$ cat config.mk
export PLATFORM = sky130hd
export DESIGN_NAME = mmgps_ctrl
export DESIGN_NICKNAME = d
export VERILOG_FILES = /design/src/rtl/mmgps_pkg.sv /design/src/rtl/mmgps_ctrl.sv
export VERILOG_INCLUDE_DIRS = /design/src /design/src/rtl
export SDC_FILE = /design/constraint.sdc
export NUM_CORES = 1
export LEC_CHECK = 0
export BUFFER_PORTS_ARGS = -buffer_cell sky130_fd_sc_hd__buf_2
export CORE_AREA = 2 2 39 41
export CTS_CLUSTER_DIAMETER = 30
export DETAILED_ROUTE_END_ITERATION = 7
export DIE_AREA = 0 0 41 43
export GPL_TIMING_DRIVEN = 0
export MAX_ROUTING_LAYER = met4
export PLACE_DENSITY = 0.69
export SYNTH_ARGS = -nofsm -noshare
export SYNTH_HDL_FRONTEND = slang
export SYNTH_SLANG_ARGS = --single-unit
$ cat constraint.sdc
create_clock -name i_clk -period 1.32 [get_ports i_clk]
set_clock_uncertainty 0.2 [all_clocks]
set_input_delay 0.066 -clock i_clk [delete_from_list [all_inputs] [get_ports i_clk]]
set_output_delay 0.066 -clock i_clk [all_outputs]
set_load 0.01 [all_outputs]
$ cat src/rtl/max_min_gap_placement_search_defines.svh
// ----------------------------------------------------------------------------
// max_min_gap_placement_search_defines
// assertion macros used by mmgps_ctrl
// ----------------------------------------------------------------------------
`ifndef MAX_MIN_GAP_PLACEMENT_SEARCH_DEFINES_SVH
`define MAX_MIN_GAP_PLACEMENT_SEARCH_DEFINES_SVH
`ifndef NO_ASSERTIONS
// a holds now, so b holds in the same cycle
`define MMGPS_ASSERT_NOW(label, clk, rst_n, a, b) \
    label: assert property (@(posedge clk) disable iff (!rst_n) (a) |-> (b)) \
        else $error("mmgps check failed");
// a holds now, so b holds in the next cycle
`define MMGPS_ASSERT_NEXT(label, clk, rst_n, a, b) \
    label: assert property (@(posedge clk) disable iff (!rst_n) (a) |=> (b)) \
        else $error("mmgps check failed");
`else
`define MMGPS_ASSERT_NOW(label, clk, rst_n, a, b)
`define MMGPS_ASSERT_NEXT(label, clk, rst_n, a, b)
`endif
`endif

$ cat src/rtl/mmgps_pkg.sv
// ----------------------------------------------------------------------------
// mmgps_pkg
// types and constants of the max-min gap placement search
// ----------------------------------------------------------------------------
package mmgps_pkg;

    localparam int MAX_POSITIONS = 1024;
    localparam int POS_W         = 31;
    localparam int ADDR_W        = $clog2(MAX_POSITIONS);
    localparam int CNT_W         = ADDR_W + 1;
    localparam int NEED_W        = 11;
    localparam logic [NEED_W-1:0] NEED_RESET = NEED_W'(2);

    typedef struct packed {
        logic [POS_W-1:0] position;
        logic             last_position;
    } t_in_beat;

    typedef struct packed {
        logic [POS_W-1:0] best_gap;
        logic             found;
    } t_out_beat;

    typedef enum logic [3:0] {
        S_IDLE, S_SINIT, S_SI_CHK, S_SV, S_SJ, S_SC, S_MIN, S_RL,
        S_SPAN, S_BS, S_CR, S_CE, S_OUT
    } t_state;

    typedef enum logic [4:0] {
        CMD_NONE, CMD_LOAD, CMD_SORT_INIT, CMD_RD_I, CMD_TAKE_V, CMD_RD_JM1,
        CMD_SHIFT, CMD_PLACE, CMD_RD_0, CMD_TAKE_MIN, CMD_RD_LAST, CMD_TAKE_SPAN,
        CMD_SPAN_RESULT, CMD_CHK_INIT, CMD_CHK_STEP, CMD_FIT, CMD_MISS, CMD_EMIT
    } t_cmd;

    typedef struct packed {
        logic i_lt_n;
        logic j_zero;
        logic gt;
        logic cand_ok;
        logic hit;
        logic lo_le_hi;
        logic mid_zero;
        logic need_le1;
        logic out_busy;
    } t_status;

endpackage

$ cat src/rtl/mmgps_ctrl.sv
// ----------------------------------------------------------------------------
// mmgps_ctrl
// sequencer for load, insertion sort and binary search
// ----------------------------------------------------------------------------
`include "max_min_gap_placement_search_defines.svh"

module mmgps_ctrl (
    input  logic               i_clk,
    input  logic               i_rst_n,
    input  logic               i_in_valid,
    input  logic               i_in_last,
    input  mmgps_pkg::t_status i_status,
    output mmgps_pkg::t_cmd    o_cmd,
    output logic               o_in_stall
);

    mmgps_pkg::t_state r_state;
    mmgps_pkg::t_state n_state;

    always_ff @(posedge i_clk) begin
        if (!i_rst_n) begin
            r_state <= mmgps_pkg::S_IDLE;
        end else begin
            r_state <= n_state;
        end
    end

    always_comb begin
        n_state = r_state;
        o_cmd   = mmgps_pkg::CMD_NONE;
        case (r_state)
            mmgps_pkg::S_IDLE: begin
                if (i_in_valid) begin
                    o_cmd = mmgps_pkg::CMD_LOAD;
                    if (i_in_last) n_state = mmgps_pkg::S_SINIT;
                end
            end
            mmgps_pkg::S_SINIT: begin
                o_cmd   = mmgps_pkg::CMD_SORT_INIT;
                n_state = mmgps_pkg::S_SI_CHK;
            end
            mmgps_pkg::S_SI_CHK: begin
                if (i_status.i_lt_n) begin
                    o_cmd   = mmgps_pkg::CMD_RD_I;
                    n_state = mmgps_pkg::S_SV;
                end else begin
                    o_cmd   = mmgps_pkg::CMD_RD_0;
                    n_state = mmgps_pkg::S_MIN;
                end
            end
            mmgps_pkg::S_SV: begin
                o_cmd   = mmgps_pkg::CMD_TAKE_V;
                n_state = mmgps_pkg::S_SJ;
            end
            mmgps_pkg::S_SJ: begin
                if (i_status.j_zero) begin
                    o_cmd   = mmgps_pkg::CMD_PLACE;
                    n_state = mmgps_pkg::S_SI_CHK;
                end else begin
                    o_cmd   = mmgps_pkg::CMD_RD_JM1;
                    n_state = mmgps_pkg::S_SC;
                end
            end
            mmgps_pkg::S_SC: begin
                if (i_status.gt) begin
                    o_cmd   = mmgps_pkg::CMD_SHIFT;
                    n_state = mmgps_pkg::S_SJ;
                end else begin
                    o_cmd   = mmgps_pkg::CMD_PLACE;
                    n_state = mmgps_pkg::S_SI_CHK;
                end
            end
            mmgps_pkg::S_MIN: begin
                o_cmd   = mmgps_pkg::CMD_TAKE_MIN;
                n_state = mmgps_pkg::S_RL;
            end
            mmgps_pkg::S_RL: begin
                o_cmd   = mmgps_pkg::CMD_RD_LAST;
                n_state = mmgps_pkg::S_SPAN;
            end
            mmgps_pkg::S_SPAN: begin
                o_cmd   = mmgps_pkg::CMD_TAKE_SPAN;
                n_state = mmgps_pkg::S_BS;
            end
            mmgps_pkg::S_BS: begin
                if (i_status.need_le1) begin
                    o_cmd   = mmgps_pkg::CMD_SPAN_RESULT;
                    n_state = mmgps_pkg::S_OUT;
                end else if (i_status.lo_le_hi) begin
                    o_cmd   = mmgps_pkg::CMD_CHK_INIT;
                    n_state = mmgps_pkg::S_CR;
                end else begin
                    n_state = mmgps_pkg::S_OUT;
                end
            end
            mmgps_pkg::S_CR: begin
                if (i_status.i_lt_n) begin
                    o_cmd   = mmgps_pkg::CMD_RD_I;
                    n_state = mmgps_pkg::S_CE;
                end else if (i_status.mid_zero) begin
                    n_state = mmgps_pkg::S_OUT;
                end else begin
                    o_cmd   = mmgps_pkg::CMD_MISS;
                    n_state = mmgps_pkg::S_BS;
                end
            end
            mmgps_pkg::S_CE: begin
                if (i_status.cand_ok && i_status.hit) begin
                    o_cmd   = mmgps_pkg::CMD_FIT;
                    n_state = mmgps_pkg::S_BS;
                end else begin
                    o_cmd   = mmgps_pkg::CMD_CHK_STEP;
                    n_state = mmgps_pkg::S_CR;
                end
            end
            mmgps_pkg::S_OUT: begin
                if (!i_status.out_busy) begin
                    o_cmd   = mmgps_pkg::CMD_EMIT;
                    n_state = mmgps_pkg::S_IDLE;
                end
            end
            default: begin
                n_state = mmgps_pkg::S_IDLE;
            end
        endcase
    end

    assign o_in_stall = (r_state != mmgps_pkg::S_IDLE);

    `MMGPS_ASSERT_NOW(a_emit_free, i_clk, i_rst_n,
        o_cmd == mmgps_pkg::CMD_EMIT, !i_status.out_busy)
    `MMGPS_ASSERT_NEXT(a_last_starts, i_clk, i_rst_n,
        i_in_valid && !o_in_stall && i_in_last, r_state == mmgps_pkg::S_SINIT)
    `MMGPS_ASSERT_NOW(a_cmp_after_read, i_clk, i_rst_n,
        r_state == mmgps_pkg::S_SC, $past(o_cmd) == mmgps_pkg::CMD_RD_JM1)

endmodule

==> results of run 1 <==
-- final cells by class --
| cell class | instances | area [um2] | area share [%] |
|---|---|---|---|
| repair buffers | 33 | 221.5 | 24.41 |
| well taps | 16 | 20.02 | 2.207 |
| plain buffers | 5 | 56.30 | 6.207 |
| clock buffers | 3 | 22.52 | 2.483 |
| flip-flops and latches | 4 | 88.84 | 9.793 |
| inverters | 5 | 21.27 | 2.345 |
| multi-input cells | 65 | 476.7 | 52.55 |
-- per-stage QoR --
step / std cells / total power [W] / setup TNS (ps) / instance area, um2 / hold slack [ps]
floorplan: 80 / 0.0008873 / -199.9 / 550.5 / -6.090
detailed placement: 114 / 0.001127 / -1159 / 660.6 / 133.4
global route: 131 / 0.001919 / -4095 / 907.1 / 57.27
global placement: 114 / 0.001124 / -1059 / 660.6 / 127.5
finish: 131 / 0.001793 / -3280 / 907.1 / 31.92
CTS: 128 / 0.001519 / -2681 / 830.8 / 21.77
-- worst max-delay path, stage by stage, from the launching register on --
cell and delay [ps]:
dfxtp_2 320, buf_6 110, and3b_2 230, a21oi_2 140
o22ai_2 100, a211o_1 250, buf_2 140
-- cells in the mapped netlist --
| cell type | instances |
|---|---|
| a211o_1 | 2 |
| a21boi_0 | 1 |
| a21o_1 | 1 |
| a21oi_1 | 10 |
| a31oi_1 | 3 |
| and3_1 | 1 |
| and3b_1 | 1 |
| and4_1 | 1 |
| buf_2 | 2 |
| buf_4 | 2 |
| buf_6 | 2 |
| dfxtp_1 | 4 |
| inv_1 | 4 |
| inv_2 | 1 |
| nand2_1 | 7 |
| nand2b_1 | 2 |
| nand3_1 | 3 |
| nand3b_1 | 1 |
| nor2_1 | 4 |
| nor2b_1 | 4 |
| nor3_1 | 4 |
| nor3b_1 | 2 |
| nor4_1 | 3 |
| o21ai_0 | 2 |
| o21ai_1 | 4 |
| o22ai_1 | 3 |
| o311a_1 | 1 |
| o31a_1 | 1 |
| o32a_1 | 1 |
| o41a_1 | 1 |
| or2_2 | 1 |
| xnor2_1 | 1 |
-- metal layers --
| layer | vias to the layer above | GRT usage [%] | wire [um] | share of wire [%] |
|---|---|---|---|---|
| met5 | - | - | 0 | 0 |
| li1 | 371 | - | - | - |
| met2 | 52 | 36.88 | 1033 | 49 |
| met4 | 0 | 14.00 | 38 | 1.8 |
| met1 | 380 | 32.69 | 837 | 40 |
| met3 | 8 | 5.759 | 179 | 8.6 |
-- timing repair --
item,in CTS,in global routing
buffers inserted,9,3
endpoints found under the hold margin,3,0
resized for setup,18,14
hold buffers,1,0
pin swaps,11,5
cloned,1,1
endpoints found under the setup margin,10,10
-- kinds of logic after synthesis --
logic type             after synthesis  synth area share (%)
XOR/XNOR                             1                 1.651
AO/OA/AOI/OAI                       30                 35.85
buffers and inverters               11                 12.50
flip-flops                           4                 15.09
AND/OR/NAND/NOR                     34                 34.91
-- report_power, final --
part	internal [W]	leakage, nW	switching [W]
registers	0.000172	0.0345	0.0000555
logic	0.000707	0.344	0.000714
clock network	0.000101	0.0138	0.0000441
-- how the worst min path moves through the flow --
stage	from	end	slack, ps	depth (start not counted)
2_1_floorplan	i_rst_n	r_state[1]	-6	1
4_1_cts	i_in_last	r_state[3]	20	4
3_5_place_dp	i_rst_n	r_state[1]	130	2
6_report	i_in_last	r_state[3]	30	4
3_3_place_gp	i_rst_n	r_state[1]	130	2
5_1_grt	i_in_last	r_state[3]	60	4
-- layout by cell type (no fill, tap or decap), types with 2 or more instances in the layout --
cell type / netlist / final
buf_2: 2 / 19
nor4_2: 0 / 2
o21ai_1: 4 / 3
inv_1: 4 / 3
buf_6: 2 / 8
nor3_2: 0 / 2
nand2_1: 7 / 7
a21oi_2: 0 / 3
a211o_1: 2 / 2
o21ai_0: 2 / 2
dfxtp_4: 0 / 2
a21oi_1: 10 / 7
buf_4: 2 / 9
o22ai_2: 0 / 2
nor3_1: 4 / 2
nand3_1: 3 / 3
a31oi_1: 3 / 3
nor2b_1: 4 / 3
nor2_1: 4 / 3
clkbuf_4: 0 / 3
==> reports/results.txt, run 1 <==
Yosys top cell area share - 15.09%
# port buffers - 18
Post-route DRC - 0
post-synthesis sequential area ratio - 15.09%
post-layout util - 65.55%
Synth area leaders - dfxtp_1 (15%), a21oi_1 (9.4%), nand2_1 (5.0%)
critical path launch point type - flop
MaxCap Viol Count - 0
crit-path max FO - 5
crit path DAT - 1510 ps
worst r2r src - r_state[0]
core area - 1384 um2
drt total wl - 2.088 mm
Final nets - 130
total gr overflow - 0
Achievable Freq - 562.8 MHz
synthesized instance count - 80
maximum VDD drop - 1077 uV
DR vias - 811
diode count - 0
I/O Pins - 19
Worst Setup Path Type - reg -> out
biggest regs - r_state: 4 flops
Final Hold Fails - 0
Least-Margin Pin Slew - 490.0 ps
largest area contributor in the netlist - dfxtp_1
fin crit share - 134.6%
Final setup viols - 10
CTS tree - yes
number of global-route vias before repair - 709
Clock transition at path regs - 40 ps
critical path capture point type - output port
die area - 1763 um2
DP HPWL - 1.187 mm
Unique masters post-synth - 32
worst hold path type - in -> reg
DRT iter0 DRCs - 19
Final WS setup - -456.7 ps
DR WL/cell - 15.94 um
Reg2Reg Capture Point - r_state[1]
global-route wire length before repair - 3.084 mm
Cell Rows - 14
syn avg cell area - 6.631 um2
r2r setup slk - -400 ps
Mapped Nets - 93
total global-route track usage - 25.88%
DP Worst Slack - -187.2 ps
fin crit period - 1777 ps
Mapped Area - 530.5 um2
antenna violations before repair - 0
RSZ-0062 raised after global routing - true
fraction of layout cells with a size suffix above 1 - 53.91%
Yosys warnings - 0
Final Max Slew Viols - 0
clock network latency to the later pin of the worst-skew pair - 230 ps
Via density - 6.191
Detail Route Antenna Nets - 0
failing checks - negative setup slack
area growth from synthesis to layout - 70.99%
H-Tree Level Count - 1
slew margin rel. - 67.21%
status - finished with violations
Crit path required time - 1050 ps
Pre-antenna DRT Iters - 4
Die Span X - 41 um
CTS max path bufs - 2
fillcell total - 134
clock buffer count from CTS - 3
Synth Register Bits - 4
largest net degree at the start of global routing - 11
number of flip-flops in the largest register - 4
CTS Root Cell - clkbuf_4
clk sinks - 4
last element of the critical path - o_cmd[0]
PD cells - 1977 nW/um2
Final Wtd Congestion - 0.8712
leakage - 0.3927 nW
Biggest register - r_state
Die H - 43 um
cells on worst reg2reg path - 8
crit path from - r_state[0]
Initial Util - 38.34%
Power figures use the tool's default switching activity.
==> inputs of run 2 (changes only) <==
--- a/config.mk
+++ b/config.mk
@@ -6,6 +6,7 @@
 export SDC_FILE = /design/constraint.sdc
 export NUM_CORES = 1
 export LEC_CHECK = 0
+export ABC_AREA = 1
 export BUFFER_PORTS_ARGS = -buffer_cell sky130_fd_sc_hd__buf_2
 export CORE_AREA = 2 2 39 41
 export CTS_CLUSTER_DIAMETER = 30
@@ -13,7 +14,7 @@
 export DIE_AREA = 0 0 41 43
 export GPL_TIMING_DRIVEN = 0
 export MAX_ROUTING_LAYER = met4
-export PLACE_DENSITY = 0.69
+export SETUP_SLACK_MARGIN = 0.05
 export SYNTH_ARGS = -nofsm -noshare
 export SYNTH_HDL_FRONTEND = slang
 export SYNTH_SLANG_ARGS = --single-unit
==> run 2 against run 1 <==
Against the previous run:
- the run still ends with negative setup slack left
- clock-buffer cell count unchanged
- critical path depth unchanged
- power fell by 29%
- first-iteration DRC count rose by 120%
- fmax grew 8.2%
==> reports/results.txt, run 2 <==
Yosys top cell area share - 24.94% (was 15.09%)
most common cell in the netlist - nand2_1 (was a21oi_1)
Final Wtd Congestion - 0.8361 (was 0.8712)
Die Span X - 41 um (unchanged)
Pre-antenna DRT Iters - 4 (unchanged)
post-synthesis sequential area ratio - 16.62% (was 15.09%)
Biggest register - r_state (unchanged)
DP HPWL - 1.115 mm (was 1.187 mm)
Reg2Reg Capture Point - r_state[1] (unchanged)
maximum VDD drop - 1012 uV (was 1077 uV)
core area - 1384 um2 (unchanged)
Mapped Area - 481.7 um2 (was 530.5 um2)
Worst Setup Path Type - reg -> out (unchanged)
biggest regs - r_state: 4 flops (unchanged)
MaxCap Viol Count - 0 (unchanged)
number of flops mapped to enable cells by yosys - 0 (unchanged)
fin crit period - 1643 ps (was 1777 ps)
Crit path required time - 1050 ps (about the same)
total gr overflow - 0 (unchanged)
critical path launch point type - flop (unchanged)
hold path depth - 7 (was 4)
crit-path max FO - 4 (was 5)
slew margin rel. - 80.81% (was 67.21%)
most frequent cells in the layout - nand2_1 (20), buf_2 (16), nor2_1 (12), inv_1 (12), buf_4 (11) (was buf_2 (19), buf_4 (9), buf_6 (8), a21oi_1 (7), nand2_1 (7))
clk sinks - 4 (unchanged)
Final nets - 152 (was 130)
DR vias - 806 (was 811)
# port buffers - 18 (unchanged)
antenna violations before repair - 0 (unchanged)
global-route wire length before repair - 2.718 mm (was 3.084 mm)
PD cells - 1321 nW/um2 (was 1977 nW/um2)
Finished Layout Cells - 153 (was 131)
syn avg cell area - 4.915 um2 (was 6.631 um2)
DRT iter0 DRCs - 41 (was 19)
drt total wl - 2.170 mm (was 2.088 mm)
CTS tree - yes (unchanged)
Achievable Freq - 608.7 MHz (was 562.8 MHz)
Via density - 5.268 (was 6.191)
Least-Margin Pin Slew - 286.7 ps (was 490.0 ps)
Mapped Nets - 111 (was 93)
most common cell after layout, fill and taps aside - nand2_1 (was buf_2)
area growth from synthesis to layout - 100.8% (was 70.99%)
Yosys warnings - 0 (unchanged)
critical path capture point type - output port (unchanged)
crit path DAT - 1380 ps (was 1510 ps)
Final Hold Fails - 0 (unchanged)
design area - 967.2 um2 (was 907.1 um2)
Unique masters post-synth - 15 (was 32)
r2r setup slk - -230 ps (was -400 ps)
H-Tree Level Count - 1 (unchanged)
Final Max Slew Viols - 0 (unchanged)
status - finished with violations (unchanged)
Initial Util - 34.81% (was 38.34%)
clock network latency to the later pin of the worst-skew pair - 230 ps (about the same)
number of flip-flops in the largest register - 4 (unchanged)
Detail Route Antenna Nets - 0 (unchanged)
prevailing post-synth register cell - dfxtp_1 (unchanged)
largest net degree at the start of global routing - 7 (was 11)
total global-route track usage - 23.64% (was 25.88%)
synthesized instance count - 98 (was 80)
Post-route DRC - 0 (unchanged)
leakage - 0.5199 nW (was 0.3927 nW)
worst r2r src - r_state[2] (was r_state[0])
number of global-route vias before repair - 670 (was 709)
I/O Pins - 19 (unchanged)
Die H - 43 um (unchanged)
placed insts - 132 (was 114)
Final setup viols - 9 (was 10)
fraction of layout cells with a size suffix above 1 - 57.66% (was 53.91%)
Placement Cell Area - 600.6 um2 (was 660.6 um2)
Final WS setup - -322.8 ps (was -456.7 ps)
die area - 1763 um2 (unchanged)
CTS Root Cell - clkbuf_4 (unchanged)
fin crit share - 124.5% (was 134.6%)
worst hold path type - in -> reg (unchanged)
largest area contributor in the netlist - nand2_1 (was dfxtp_1)
Synth Register Bits - 4 (unchanged)
Synth area leaders - nand2_1 (25%), dfxtp_1 (17%), nor2_1 (14%) (was dfxtp_1 (15%), a21oi_1 (9.4%), nand2_1 (5.0%))
diode count - 0 (unchanged)
DR WL/cell - 14.18 um (was 15.94 um)
Hold Path Sink - r_state[0] (was r_state[3])
async set or reset register ratio after synthesis - 0% (unchanged)
hold path startpoint - i_in_last (unchanged)
CTS max path bufs - 2 (unchanged)
cell types with the highest counts after synthesis - nand2_1 (32), nor2_1 (18), inv_1 (15) (was a21oi_1 (10), nand2_1 (7))
clock buffer count from CTS - 3 (unchanged)
cells on worst reg2reg path - 8 (unchanged)
Cell Rows - 14 (unchanged)
Min Hold Slack - 38.93 ps (was 31.92 ps)
Clock transition at path regs - 40 ps (about the same)
RSZ-0062 raised after global routing - true (unchanged)
failing checks - negative setup slack (unchanged)
run 2: changes by cell type after synthesis, moves of 4 or more:
cell | before | now
a21oi_1 | 10 | 5
inv_1 | 4 | 15
nand2_1 | 7 | 32
nand3_1 | 3 | 9
nor2_1 | 4 | 18
nor2b_1 | 4 | 0
run 2: repair_timing:
item,in CTS,in global routing
resized for setup,34,27
endpoints found under the hold margin,4,0
setup endpoints to repair,9,10
pin swaps,9,21
gates cloned,0,0
buffers inserted,7,9
hold buffers,2,0
run 2: cell type report:
class / instances / area (um2)
multi-input cells: 78 / 498.0
fillers: 122 / 416.7
clock buffers: 3 / 22.52
repair buffers: 36 / 261.5
flip-flops and latches: 4 / 95.09
inverters: 16 / 70.07
well taps: 16 / 20.02
run 2: critical path: stages (launching register included):
cell and delay, ps:
dfxtp_4 390, buf_6 120, nand2_1 50, nor2_1 250, a21oi_1 110, nand4_1 80, buf_2 140
run 2: routing by layer:
layer	track usage, %	up-vias	part of all wire (%)
met4	16.00	0	3.7
met2	38.13	37	52
met1	24.68	369	39
met5	-	-	0
met3	3.665	10	5.3
li1	-	390	-
run 2: kinds of logic after synthesis:
logic type | share of synthesized area (%)
simple gates | 56.88
buf+inv | 12.47
compound gates | 14.03
flops | 16.62
run 2: through the flow:
step / util, % / total power [W] / TNS [ps] / setup slack, ps
2_1_floorplan: - / 0.0005561 / 0 / 53.98
3_3_place_gp: 43.40 / 0.0007169 / -1046 / -233.3
3_5_place_dp: 43.40 / 0.0007206 / -970.7 / -221.4
4_1_cts: 57.41 / 0.001024 / -1288 / -242.5
5_1_grt: 69.89 / 0.001367 / -2587 / -393.3
6_report: 69.89 / 0.001277 / -1984 / -322.8
run 2: how the worst max path moves through the flow:
stage,from,endpoint,slack [ps]
global route,r_state[1],o_cmd[0],-390
detailed placement,r_state[2],o_cmd[0],-220
finish,r_state[2],o_cmd[1],-320
CTS,r_state[0],o_cmd[0],-240
floorplan,r_state[3],o_cmd[3],50
global placement,r_state[2],o_cmd[0],-230
run 2: report_power, final:
group	internal, W	total [W]	leakage [nW]	switching [W]
Sequential	0.000164	0.000240	0.0356	0.0000757
Clock	0.000101	0.000149	0.0138	0.0000473
Combinational	0.000384	0.000889	0.470	0.000505
Total	0.000649	0.00128	0.520	0.000628
